### config.mk
export PLATFORM = sky130hd
export DESIGN_NAME = sbx_ram
export DESIGN_NICKNAME = d
export VERILOG_FILES = /design/src/rtl/sixteen_bit_instruction_executor_unit_defines.svh /design/src/rtl/sbx_ram.sv
export SDC_FILE = /design/constraint.sdc
export NUM_CORES = 2
export LEC_CHECK = 0
export BUFFER_PORTS_ARGS = -buffer_cell sky130_fd_sc_hd__buf_2
export CORE_MARGIN = 2
export CORE_UTILIZATION = 40
export CTS_BUF_LIST = sky130_fd_sc_hd__clkbuf_8
export DETAILED_ROUTE_END_ITERATION = 10
export GPL_TIMING_DRIVEN = 0
export MAX_ROUTING_LAYER = met4
export PLACE_DENSITY = 0.65
export SETUP_SLACK_MARGIN = 0.02
export SLEW_MARGIN = 20
export SYNTH_ARGS = -nofsm -noshare
export SYNTH_HDL_FRONTEND = slang
export SYNTH_SLANG_ARGS = --single-unit
export TNS_END_PERCENT = 30
### constraint.sdc
create_clock -name i_clk -period 2.55 [get_ports i_clk]
set_input_delay 0 -clock i_clk [delete_from_list [all_inputs] [get_ports i_clk]]
set_output_delay 0 -clock i_clk [all_outputs]
set_load 0.02 [all_outputs]
### src/rtl/sixteen_bit_instruction_executor_unit_defines.svh
// Assertion macros for the instruction executor
`ifndef SIXTEEN_BIT_INSTRUCTION_EXECUTOR_UNIT_DEFINES_SVH
`define SIXTEEN_BIT_INSTRUCTION_EXECUTOR_UNIT_DEFINES_SVH

// Implication checked on every clock edge outside reset
`define SBX_ASSERT_IMP(label, clk, rst_n, cond, prop, msg) \
    label: assert property (@(posedge clk) disable iff (!rst_n) (cond) |-> (prop)) \
        else $error(msg);

// Next-cycle implication checked outside reset
`define SBX_ASSERT_NEXT(label, clk, rst_n, cond, prop, msg) \
    label: assert property (@(posedge clk) disable iff (!rst_n) (cond) |=> (prop)) \
        else $error(msg);

`endif

### src/rtl/sbx_ram.sv
module sbx_ram #(
    parameter int WIDTH = 8,
    parameter int DEPTH = 256
) (
    input  logic                     i_clk,
    input  logic                     i_we,
    input  logic [$clog2(DEPTH)-1:0] i_waddr,
    input  logic [WIDTH-1:0]         i_wdata,
    input  logic [$clog2(DEPTH)-1:0] i_raddr,
    output logic [WIDTH-1:0]         o_rdata
);
    logic [WIDTH-1:0] r_mem [DEPTH];

    always_ff @(posedge i_clk) begin
        if (i_we) begin
            r_mem[i_waddr] <= i_wdata;
        end
        o_rdata <= r_mem[i_raddr];
    end
endmodule

Word level (Yosys, flattened, before mapping)
Memories as Yosys holds them, arrays and structs flattened. A register that Yosys moved wholly into a read port is not among the register bits.
Cells that the tools add are included.
Widths: inputs -> output; s select.
- flip-flop bits (word level): 0
- latch bits: 0
- bits in writable memories: 2048
- bits in read-only memories: 0
- input port bits: 26
- output and inout port bits: 8
- word-level logic and storage cells: 3
- memories kept: 1
- memories (name ; depth ; bits a word ; rd ports ; clocked after memory_dff ; write ports ; RTL line ; text):
    r_mem ; 256 ; 8 ; 1 ; 1 ; 1 ; sbx_ram.sv:12 ; logic [WIDTH-1:0] r_mem [DEPTH];
- $add $sub $neg: 0
- multiply operators: 0
- div/mod/pow operators: 0
- $lt $le $gt $ge: 0
- equal/unequal tests: 0
- shift operators: 0
- multiplexer cells: 2
- bitwise logic cells: 0
- reduce and logical (&&, ||, !) cells: 0
- operators by type and width (cell ; count):
    $mux 1 ; 2

Longest topological paths before layout
- depth in word-level cells: 2
- mapped depth: 11
- mapped depth without buffers: 6

Worst setup path after synthesis
OpenSTA, ideal clock, no wires.
- kind: input-to-reg
- start: input i_raddr[0]
- end: register o_rdata[2] (read register of r_mem)
- library setup time: 0.131 ns
- data arrival time: 1.807 ns
- required time: 2.419 ns
- path slack: 0.612 ns
- stages: 9
- path buffers: 4
- cells stage by stage: buf_6 buf_12 buf_8 buf_2 mux4_2 a22oi_1 a21oi_1 nor4_1 nor4_2
- RTL lines (what ; RTL line ; text):
    start: declaration ; sbx_ram.sv:9 ; input logic [$clog2(DEPTH)-1:0] i_raddr,
    end: declaration ; sbx_ram.sv:10 ; output logic [WIDTH-1:0] o_rdata

==> metrics.md <==
| Metric | Value |
|---|---|
| Number of synthesized flops with an enable pin | 2048 |
| Htree depth | 5 |
| Hold Startpoint | i_wdata[7] |
| Syn-to-layout area delta | 14.5% |
| Max IR drop VDD | 571 uV |
| Routed Wire Length | 241 mm |
| Setup CP Type | input port to flop |
| I/O pin total | 34 |
| First-pass GRT wire length | roughly 330 mm |
| Critical Path Start Type | input port |
| Final ANT Viol Nets | 0 |
| Pwr Density | between 700 and 800 nW/um^2 |
| Tmin final | around 2.7 ns |
| GP Congestion | 0.989 |
| Clock sink count | 2056 |
| Synth Area in Compound Gates | 0.0342 |
| Clk root buf | clkbuf_8 |
| RSZ-0062 raised after global routing | true |
| Top FF cell, synth | edfxtp_1 |
| Slew Viols, Final | 0 |
| Post-synthesis sequential area ratio | 0.775 |
| Share of layout cells above drive strength 1 | 0.261 |
| Critical Path Slowest Stage Cell | clkbuf_1 |
| Port Buffers | 26 |
| Skew final | around 0.086 ns |
| Tightest Pin Transition | between 1 and 1.5 ns |
| Final std cells w/o fill | 7071 |
| Critical Path Fanout Max | 10 |
| Synth warn | 0 |
| Peak Freq | 373 MHz |
| Core Area | 197000 um^2 |
| Post-synth cell types | 55 |
| TritonCTS clock tree | yes |
| Post-Synthesis Cell Area | between 70000 and 80000 um^2 |
| Grt total ovfl | 0 |
| Worst skew pair latency | approximately 1.1 ns |
| Syn Area/Cell | 21.3 um^2 |
| GRT Util Overall | 0.241 |
| Initial antenna violation count | 14 |
| Crit-path most repeated cell | buf_2 |
| Crit path capture type | flop |
| Reg2reg start | r_mem[211][3] |
| Synth top area cells | edfxtp_1, mux4_2, mux2i_1 |
| Mux contribution to synthesized area | 0.146 |
| Largest net degree at the start of global routing | between 100 and 150 |
| Largest family of logic cells by synthesized area | multiplexers |
| Failing checks | negative setup slack |
| Worst Path Required | around 3.4 ns |
| CP max stage delay | 0.78 ns |
| MaxCap Viol Count | 0 |
| Post-synth top area cell | edfxtp_1 |
| Worst hold path class | input port to flop |
| Clock tree buffer depth | 4 |
| DR WL/cell | 34.0 um |
| Inserted Clock Buffers | between 300 and 400 |
| Hold Vio Cnt, Final | 0 |
| Vias in the first global route | roughly 42000 |
| Setup ws final | -0.130 ns |
| Dpl cells | ~6400 |
| Leak pwr | 28.4 nW |
| Hold Slack | around 0.0086 ns |
| Clock transition at the registers of the reported paths | roughly 0.07 ns |
| Vias after detailed routing | ~43000 |
| Layout net count | 4200 |
| Starting DRC count in detailed routing | just under 7000 |
| Post-CTS Setup Inserts | 0 |
| Adder-Cell Fraction of Synth Area | 0 |
| WP data arrival | between 3 and 4 ns |
| Final period util | 1.05 |
| Die Height | 450 um |
| Reg2Reg Depth | 6 |
| Via density | 6.02 |
| Synth Area in XOR/XNOR | 0 |
| Status | complete, but fails checks |
| DRT Pass-1 Iters | 8 |
| Drt drc | 0 |
| Initial Util | 0.403 |
| Synthesized Nets | 3759 |
| Max-slew headroom | 0.172 |
| Yosys top cell area share | 0.773 |
| Die width | around 450 um |
| Hold Crit Depth | 2 |
| Cells after Synth | approximately 3700 |
| Post-DP HPWL | roughly 160 mm |
| Crit path cell chain | buf_2 > buf_4 > buf_2 > buf_2 > clkbuf_1 > nand3_1 > o211ai_1 > a21oi_1 > nor4_1 > nor4_2 |
| Full die area | just over 200000 um^2 |
| Post-synthesis register bit count | 2056 |
| Asr flop ratio synth | 0 |
| CP startpoint | i_raddr[1] |
| Final setup viols | ~110 |
| Synth Area in Simple Gates | 0.0263 |
| Cell row count | roughly 160 |
[cell usage in the layout (no fill, tap or decap), types with 9 or more instances in the layout]
cell type,instances
edfxtp_1,2048
mux4_2,454
clkbuf_8,349
nor2_1,262
mux2i_1,134
a22oi_1,133
a21oi_1,95
clkinv_1,92
inv_1,78
clkbuf_1,71
buf_2,59
clkinv_2,47
o221ai_1,46
clkbuf_2,41
nand3_1,34
nand2_1,33
buf_16,33
nor2b_1,31
dlygate4sd3_1,31
buf_4,28
o22ai_1,28
buf_6,21
buf_8,21
nor2_2,20
diode_2,18
nor3_1,18
a211oi_1,15
bufinv_16,15
nor4_4,14
buf_12,13
a221oi_1,11
buf_1,10
nand4_1,10
o211ai_1,10
o21ai_0,10
nor4_2,9
[sequential cells by signal, summed over array words and instances (netlist names)]
signal,cells
r_mem,2048
o_rdata,8
[Yosys cell counts (3+ instances only)]
| master | instances |
|---|---|
| nand4_1 | 10 |
| buf_4 | 27 |
| mux4_2 | 454 |
| mux2i_1 | 134 |
| nand2_1 | 33 |
| nand3_1 | 34 |
| a221oi_1 | 13 |
| o211ai_1 | 10 |
| and2_1 | 6 |
| o22a_1 | 5 |
| a21oi_1 | 96 |
| dfxtp_1 | 8 |
| nor4_2 | 3 |
| o21ai_0 | 10 |
| a22oi_1 | 133 |
| nor3_1 | 22 |
| a22o_1 | 8 |
| buf_6 | 21 |
| o221ai_1 | 46 |
| buf_12 | 8 |
| buf_2 | 31 |
| nor4_1 | 24 |
| nor2b_1 | 31 |
| or2_2 | 4 |
| a211oi_1 | 16 |
| nand2b_1 | 8 |
| buf_1 | 22 |
| edfxtp_1 | 2048 |
| clkbuf_1 | 111 |
| o22ai_1 | 28 |
| o32ai_1 | 4 |
| nor2_1 | 282 |
| buf_8 | 13 |
[metal layers]
layer	GRT usage	routed length, um	vias up
li1	-	-	16700
met3	0.0675	29300	652
met5	-	0	-
met2	0.358	111000	3028
met1	0.304	86600	22200
met4	0.121	13900	0
[worst max-delay path, delay by kind of cell]
| family | cells | cell delay, ns |
|---|---|---|
| simple gates | 3 | 0.94 |
| compound gates | 2 | 0.34 |
| buf+inv | 5 | 2.24 |
[worst paths after layout]
path | endpoint | slack, ns
worst max-delay path | o_rdata[7] | -0.13
worst min-delay path | r_mem[55][7] | 0.009
worst max register to register | o_rdata[3] | -0.08
worst min register to register | o_rdata[5] | 1.27
[area by class of cell]
type	instances	area, um^2
inverter	2	7.51
antenna	18	45.0
sequential	2056	61700
timing repair buffer	97	1540
clock inverter	234	1350
multi-input combinational	1442	16800
clock buffer	349	4800
tap	2640	3300
fill	16500	106000
buffer	233	1530
[cells by family after synthesis]
family | Yosys count
AND/OR/NAND/NOR | 466
multiplexers | 591
AO/OA/AOI/OAI | 385
buffers and inverters | 235
flip-flops | 2056
[what timing repair did]
item / in CTS / in global routing
setup endpoints to repair: 8 / 68
hold endpoints to repair: 2471 / 0
pin swaps: 0 / 1
resized for setup: 55 / 28
hold buffers: 36 / 0
[metrics by stage]
step                      worst slack (ns)  total power, W  TNS [ns]  utilization  area, um^2
after floorplan                      0.612          0.0398         0            -       79600
after global placement               -2.46          0.0419  -4595.90        0.420       83000
after detailed placement             -1.95          0.0419   -617.82        0.426       84100
after CTS                          -0.0613          0.0688   -0.0613        0.461       91000
after global routing               -0.0628          0.0704    -0.577        0.461       91100
final                               -0.130          0.0688     -4.73        0.461       91100
[power breakdown]
group          switching (W)  internal (W)
logic                0.00285       0.00134
clock network         0.0131        0.0142
registers          0.0000219        0.0373
Note: power is estimated with default switching activity, not from simulation.
