`src/rtl/sixteen_bit_instruction_executor_unit_defines.svh`:
```
// Assertion macros for the instruction executor
`ifndef SIXTEEN_BIT_INSTRUCTION_EXECUTOR_UNIT_DEFINES_SVH
`define SIXTEEN_BIT_INSTRUCTION_EXECUTOR_UNIT_DEFINES_SVH

// Implication checked on every clock edge outside reset
`define SBX_ASSERT_IMP(label, clk, rst_n, cond, prop, msg) \
    label: assert property (@(posedge clk) disable iff (!rst_n) (cond) |-> (prop)) \
        else $error(msg);

// Next-cycle implication checked outside reset
`define SBX_ASSERT_NEXT(label, clk, rst_n, cond, prop, msg) \
    label: assert property (@(posedge clk) disable iff (!rst_n) (cond) |=> (prop)) \
        else $error(msg);

`endif

```
`src/rtl/sbx_pkg.sv`:
```
package sbx_pkg;

    localparam int DATA_BYTES        = 65536;
    localparam int VALUE_STACK_DEPTH = 256;
    localparam int FRAME_DEPTH       = 16;
    localparam int REGISTER_COUNT    = 8;

    localparam int DA_W = $clog2(DATA_BYTES);
    localparam int VS_W = $clog2(VALUE_STACK_DEPTH);
    localparam int FD_W = $clog2(FRAME_DEPTH);
    localparam int RG_W = $clog2(REGISTER_COUNT);
    localparam int FR_W = FD_W + RG_W;

    typedef enum logic [4:0] {
        CMD_HALT = 5'd0, CMD_JMP = 5'd1, CMD_CJMP = 5'd2, CMD_OJMP = 5'd3,
        CMD_CALL = 5'd4, CMD_RET = 5'd5, CMD_PUSH = 5'd6, CMD_POP = 5'd7,
        CMD_LOADB = 5'd8, CMD_LOADW = 5'd9, CMD_STOREB = 5'd10, CMD_STOREW = 5'd11,
        CMD_LOADI = 5'd12, CMD_NOP = 5'd13, CMD_ADD = 5'd14, CMD_ADDI = 5'd15,
        CMD_SUB = 5'd16, CMD_SUBI = 5'd17, CMD_MUL = 5'd18, CMD_DIV = 5'd19,
        CMD_AND = 5'd20, CMD_OR = 5'd21, CMD_XOR = 5'd22, CMD_NOTB = 5'd23,
        CMD_SAL = 5'd24, CMD_SAR = 5'd25, CMD_EQU = 5'd26, CMD_LT = 5'd27,
        CMD_LTE = 5'd28, CMD_NOTC = 5'd29, CMD_RSV0 = 5'd30, CMD_RSV1 = 5'd31
    } t_cmd;

    typedef enum logic [2:0] {
        ERR_OK = 3'd0, ERR_DIV0 = 3'd1, ERR_FOVF = 3'd2, ERR_FUNF = 3'd3,
        ERR_SOVF = 3'd4, ERR_SUNF = 3'd5
    } t_err;

    typedef enum logic [3:0] {
        ST_IDLE, ST_EXEC, ST_MEM1, ST_MEM2, ST_MEM3, ST_DIV, ST_DIVFIN,
        ST_CALL, ST_RET, ST_RETW, ST_DONE
    } t_state;

    typedef struct packed {
        logic [4:0]  command;
        logic [2:0]  reg_dest;
        logic [2:0]  reg_src1;
        logic [2:0]  reg_src2;
        logic [15:0] address;
        logic signed [15:0] immediate;
        logic [13:0] return_index;
    } t_in;

    typedef struct packed {
        logic [13:0] next_pc;
        logic        redirect;
        logic        halted;
        logic signed [15:0] written_value;
        logic        overflow_flag;
        logic        compare_flag;
        logic [2:0]  error_code;
    } t_out;

    typedef struct packed {
        logic        start;
        logic        sign_q;
        logic [15:0] dividend;
        logic [15:0] divisor;
    } t_div_req;

endpackage

```
`src/rtl/sbx_div.sv`:
```
module sbx_div import sbx_pkg::*; (
    input  logic        i_clk,
    input  logic        i_rst_n,
    input  t_div_req    i_req,
    output logic        o_done,
    output logic [15:0] o_quot
);
    logic [15:0] r_q, n_q;
    logic [16:0] r_rem, n_rem;
    logic [15:0] r_dvs;
    logic [4:0]  r_cnt;
    logic        r_busy, r_neg;
    logic [16:0] w_trial;

    assign w_trial = {r_rem[15:0], r_q[15]} - {1'b0, r_dvs};
    assign n_rem   = w_trial[16] ? {r_rem[15:0], r_q[15]} : w_trial;
    assign n_q     = {r_q[14:0], ~w_trial[16]};

    always_ff @(posedge i_clk) begin
        if (!i_rst_n) begin
            r_busy <= 1'b0;
            r_cnt  <= '0;
        end else if (i_req.start) begin
            r_busy <= 1'b1;
            r_cnt  <= 5'd16;
        end else if (r_busy) begin
            r_cnt <= r_cnt - 5'd1;
            if (r_cnt == 5'd1) begin
                r_busy <= 1'b0;
            end
        end
        if (i_req.start) begin
            r_q   <= i_req.dividend;
            r_rem <= '0;
            r_dvs <= i_req.divisor;
            r_neg <= i_req.sign_q;
        end else if (r_busy) begin
            r_q   <= n_q;
            r_rem <= n_rem;
        end
    end

    assign o_done = r_busy && (r_cnt == 5'd1);
    assign o_quot = r_neg ? (16'd0 - n_q) : n_q;
endmodule

```
`config.mk`:
```
export PLATFORM = sky130hd
export DESIGN_NAME = sbx_div
export DESIGN_NICKNAME = d
export VERILOG_FILES = /design/src/rtl/sixteen_bit_instruction_executor_unit_defines.svh /design/src/rtl/sbx_pkg.sv /design/src/rtl/sbx_div.sv
export SDC_FILE = /design/constraint.sdc
export NUM_CORES = 1
export LEC_CHECK = 0
export BUFFER_PORTS_ARGS = -buffer_cell sky130_fd_sc_hd__buf_2
export CORE_MARGIN = 4
export CORE_UTILIZATION = 30
export DETAILED_ROUTE_END_ITERATION = 8
export PLACE_DENSITY = 0.53
export SLEW_MARGIN = 30
export SYNTH_ARGS = -nofsm -noshare
export SYNTH_HDL_FRONTEND = slang
export SYNTH_SLANG_ARGS = --single-unit
```
`constraint.sdc`:
```
create_clock -name i_clk -period 5.9 [get_ports i_clk]
set_input_delay 0.885 -clock i_clk [delete_from_list [all_inputs] [get_ports i_clk]]
set_output_delay 0.885 -clock i_clk [all_outputs]
set_load 0.005 [all_outputs]
```
### Word level (Yosys, flattened, before mapping)

Cells that the tools add are included.

* reductions and logical operators: 3
* bitwise operators: 2
* $add $sub $neg: 3
* shifts and indexed selects: 0
* multiply operators: 0
* order comparisons: 0
* equal/unequal tests: 1
* divide/modulo/power cells: 0
* multiplexer cells: 9

Operator list (number)
* two-way mux 16 bit: 4
* subtractor 17 x 16 -> 17 bit: 1
* subtractor 1 x 16 -> 16 bit (first input constant): 1
* two-way mux 5 bit: 2
* == test 5 x 1 -> 1 bit (second input constant): 1
* subtractor 5 x 1 -> 5 bit (second input constant): 1
* two-way mux 1 bit: 3
* NOT 1 bit: 2
* nonzero test 2 bit: 1
* OR reduction 2 bit: 1
* logical AND 1 bit: 1

* register bits after elaboration: 55
* output and inout bits: 17
* bits in writable memories: 0
* latch bits: 0
* memories: 0
* memory bits (read-only): 0
* bits of input ports: 36

### Logic depth before layout (Yosys ltp)

* word-level depth: 4
* mapped depth: 14
* mapped depth without buffers: 14

### Least setup slack after synthesis

No wires, ideal clock.

* path kind: flip-flop to output port
* from: register r_q[15]
* to: output port o_quot[14]
* cell stages (with the launch flop): 15
* required time: 5.015 ns
* slack: 2.199 ns
* arrival time: 2.816 ns
* buffers on the path: 0
* path through: edfxtp_1 inv_1 ha_1 fa_1 and2b_1 o2111ai_1 a2111oi_2 a211oi_2 nand2_4 xor2_4 inv_2 ha_1 nand2_1 o21ai_0 xnor2_1

* word-level cells in the longest chain between the ends: 4

RTL lines
* start: declaration: RTL line sbx_div.sv:8 `logic [15:0] r_q, n_q;`
* start signal: assignment: RTL line sbx_div.sv:33 `r_q <= i_req.dividend;`
* start signal: assignment: RTL line sbx_div.sv:38 `r_q <= n_q;`
* subtractor 17 x 16 -> 17 bit: RTL line sbx_div.sv:15 `assign w_trial = {r_rem[15:0], r_q[15]} - {1'b0, r_dvs};`
* NOT 1 bit: RTL line sbx_div.sv:17 `assign n_q = {r_q[14:0], ~w_trial[16]};`
* subtractor 1 x 16 -> 16 bit: RTL line sbx_div.sv:44 `assign o_quot = r_neg ? (16'd0 - n_q) : n_q;`
* two-way mux 16 bit: RTL line sbx_div.sv:44
* end: declaration: RTL line sbx_div.sv:6 `output logic [15:0] o_quot`

Every way passes these cells.

### Worst setup path after layout

* from: register r_q[15]
* to: output port o_quot[12]

The elaborated chain is that of the path after synthesis.

==> flow_summary_export.csv <==
group,metric,value,unit
run_status,status,"finished clean",
clocking,clk_latency,0.29,ns
final_layout,nFillCells,1131,
logic_synthesis,yosysTopAreaCell,"edfxtp_1",
logic_synthesis,synth_common_cells,"33 x edfxtp_1, 29 x nor2_1, 27 x inv_1",
placement,io_buffers,52,
worst_setup_path,cp.arrival,3.49,ns
detailed_routing,wire_per_inst,13.5,µm
detailed_routing,postRouteWirelength,7190,µm
worst_setup_path,worst_path_largest_cell_delay,0.44,ns
sta,fin_crit,4.37,ns
sta,slew_headroom,0.575,
clocking,clk_pin_slew,0.07,ns
detailed_routing,via_count,2563,
power,ir_drop,113,µV
placement,dp_hpwl,5300,µm
worst_setup_path,cp_max_fo,6,
final_layout,drive_above_1_share,0.240,
logic_synthesis,syn_inst,339,
worst_setup_path,crit_path_frequent_cell,"ha_1",
logic_synthesis,synth_most_common_cell,"edfxtp_1",
final_layout,syn_to_final_growth,15.8,%
clocking,ctsLongestPathBuffers,2,
detailed_routing,ant_nets,0,
die,rows,38,
grt,antenna_found_initial,0,
sta,worstMarginPinSlew,0.637,ns
detailed_routing,drt-vias-per-instance,4.83,
sta,fin_ws,1.53,ns
sta,hold_slack,0.488,ns
sta,rsz0062_at_grt,"no",
run,cap_violations,0,
clocking,cts_max_level,2,
sta,period_share,0.741,
logic_synthesis,synth_fp_nets,395,
die,start_util,0.311,
sta,slew_violations,0,
clocking,numCtsBuffers,5,
logic_synthesis,synth_ff_type,"edfxtp_1",
grt,grt_max_degree,50,
logic_synthesis,synth_area_leaders,"edfxtp_1 29%, dfxtp_1 13%, ha_1 6.9%, xnor2_1 6.1%, mux2_2 4.9%",
placement,gp_congestion,0.764,
worst_setup_path,critPathLaunchType,"flip-flop",
logic_synthesis,ys_async_sr_fraction,0,
die,dieArea,13200,µm²
detailed_routing,drt-initial-drc-count,81,
die,die-height,115,µm
logic_synthesis,netlist_area,3430,µm²
clocking,post_cts_resized,0,
worst_setup_path,end_kind,"output port",
clocking,cts_tree,"built",
grt,overflow,0,
die,core_area,11000,µm²
logic_synthesis,ys_seq_area_frac,0.417,
final_layout,antenna_cells,0,
clocking,root_buffer,"clkbuf_16",
logic_synthesis,synth-seq-cells,55,
detailed_routing,drt_pass1_iterations,4,
grt,grt_pass1_wl,12400,µm
placement,dpl.cell_count,523,
final_layout,stdcell_area,3980,µm²
clocking,postCtsSetupBuffers,0,
worst_setup_path,crit_chain,"inv_1, ha_1, fa_1, and2b_1, o2111ai_1, a2111oi_2, a211oi_2, nand2_4, xor2_4, inv_2, ha_1, nand2_1, o31ai_1, xnor2_1, buf_2",
clocking,cts.sink_count,55,
grt,grt_pass1_vias,2601,
sta,final_hold_viol_count,0,
detailed_routing,drc,0,
logic_synthesis,synth_warnings,0,
logic_synthesis,ys_types,58,
logic_synthesis,synth_edf_count,33,
clocking,ctsHoldBuffers,0,
power,p_leak,1.64,nW
power,power_density,270,nW/µm²
sta,fin_setup_tns,0,ns
worst_setup_path,path_class,"reg -> out",
sta,setup_viol,0,
final_layout,finalNetCount,446,
worst_hold_path,hold_class,"reg -> reg",
sta,max_freq,229,MHz
grt,grt_use_total,0.115,
final_layout,final-instance-count-excl-fill,531,
placement,dpl_cell_area,3840,µm²
die,ios,53,
logic_synthesis,synth.avg_cell_area,10.1,µm²
die,die_w,115,µm
worst_setup_path,crit_slowest_cell,"a2111oi_2",
sta,finalClockSkew,0.00666,ns
logic_synthesis,yosysTopAreaCellShare,0.289,
worst_setup_path,critical_path_required,5.02,ns
placement,place_ws,1.85,ns
## cells by family after synthesis
logic type,after synthesis,synth area share
fa+ha+maj,20,0.0750
flops,55,0.417
simple gates,88,0.129
xor+xnor,31,0.0845
mux,28,0.0874
buf+inv,39,0.0470
compound gates,78,0.160
## metrics by stage
step / power, W / util
3_5_place_dp: 0.000795 / 0.348
4_1_cts: 0.00109 / 0.361
6_report: 0.00107 / 0.361
2_1_floorplan: 0.000711 / -
3_3_place_gp: 0.000795 / 0.348
5_1_grt: 0.00115 / 0.361
## layout make-up
| cell class | instances | area (µm²) | area share |
|---|---|---|---|
| Inverter | 28 | 105 | 0.0264 |
| Tap cell | 140 | 175 | 0.0440 |
| Timing Repair Buffer | 55 | 283 | 0.0711 |
| Multi-Input combinational cell | 245 | 1840 | 0.463 |
| Clock inverter | 2 | 12.5 | 0.00315 |
| Sequential cell | 55 | 1430 | 0.360 |
| Clock buffer | 6 | 129 | 0.0324 |
## metal layers
layer	share of wire	routed length, µm	GRT usage	vias up
met2	0.48	3430	0.188	32
met4	0.011	82	0.0360	0
met1	0.48	3450	0.154	1203
li1	-	-	-	1323
met3	0.031	223	0.0221	5
met5	0	0	0	-
## path summary, 6_finish.rpt
check                start          to  slack (ns)  cells after the start
setup / recovery   r_q[15]  o_quot[12]        1.53                     15
setup reg to reg   r_q[15]   r_rem[11]        2.77                     12
hold / removal    r_rem[1]    r_rem[1]        0.49                      2
hold reg to reg   r_rem[1]    r_rem[1]        0.49                      2
## sequential cells by signal, summed over array words and instances (netlist names)
name / cells
r_neg: 1
r_rem: 16
r_dvs: 16
r_q: 16
r_busy: 1
r_cnt: 5
## report_power, final
group	switching, W	leakage [nW]	internal, W
combinational	0.000162	1.06	0.000145
sequential	0.0000312	0.509	0.000447
clock	0.000133	0.0685	0.000157
## cells in the final DEF (no fill, tap or decap), drive strengths merged, types with 3 or more instances in the layout
master,Yosys,layout
nor2,30,30
mux2,16,16
and3,3,3
mux2i,12,12
buf,6,55
xor2,7,7
a21oi,13,13
o31ai,9,9
nand2,28,28
o21ai,13,13
nand2b,5,5
a21o,5,5
or3,4,4
o21a,4,4
dfxtp,22,22
edfxtp,33,33
xnor2,24,24
ha,19,19
clkbuf,5,6
inv,28,28
a211oi,13,13
a31oi,4,4
a31o,3,3
## worst max-delay path, delay by kind of cell, from the launching register on
family | cells | cell delay (ns)
buf+inv | 3 | 0.28
simple gates | 3 | 0.49
compound gates | 4 | 1.03
fa+ha+maj | 3 | 0.86
xor+xnor | 2 | 0.23
flops | 1 | 0.32
Power figures use the tool's default switching activity.
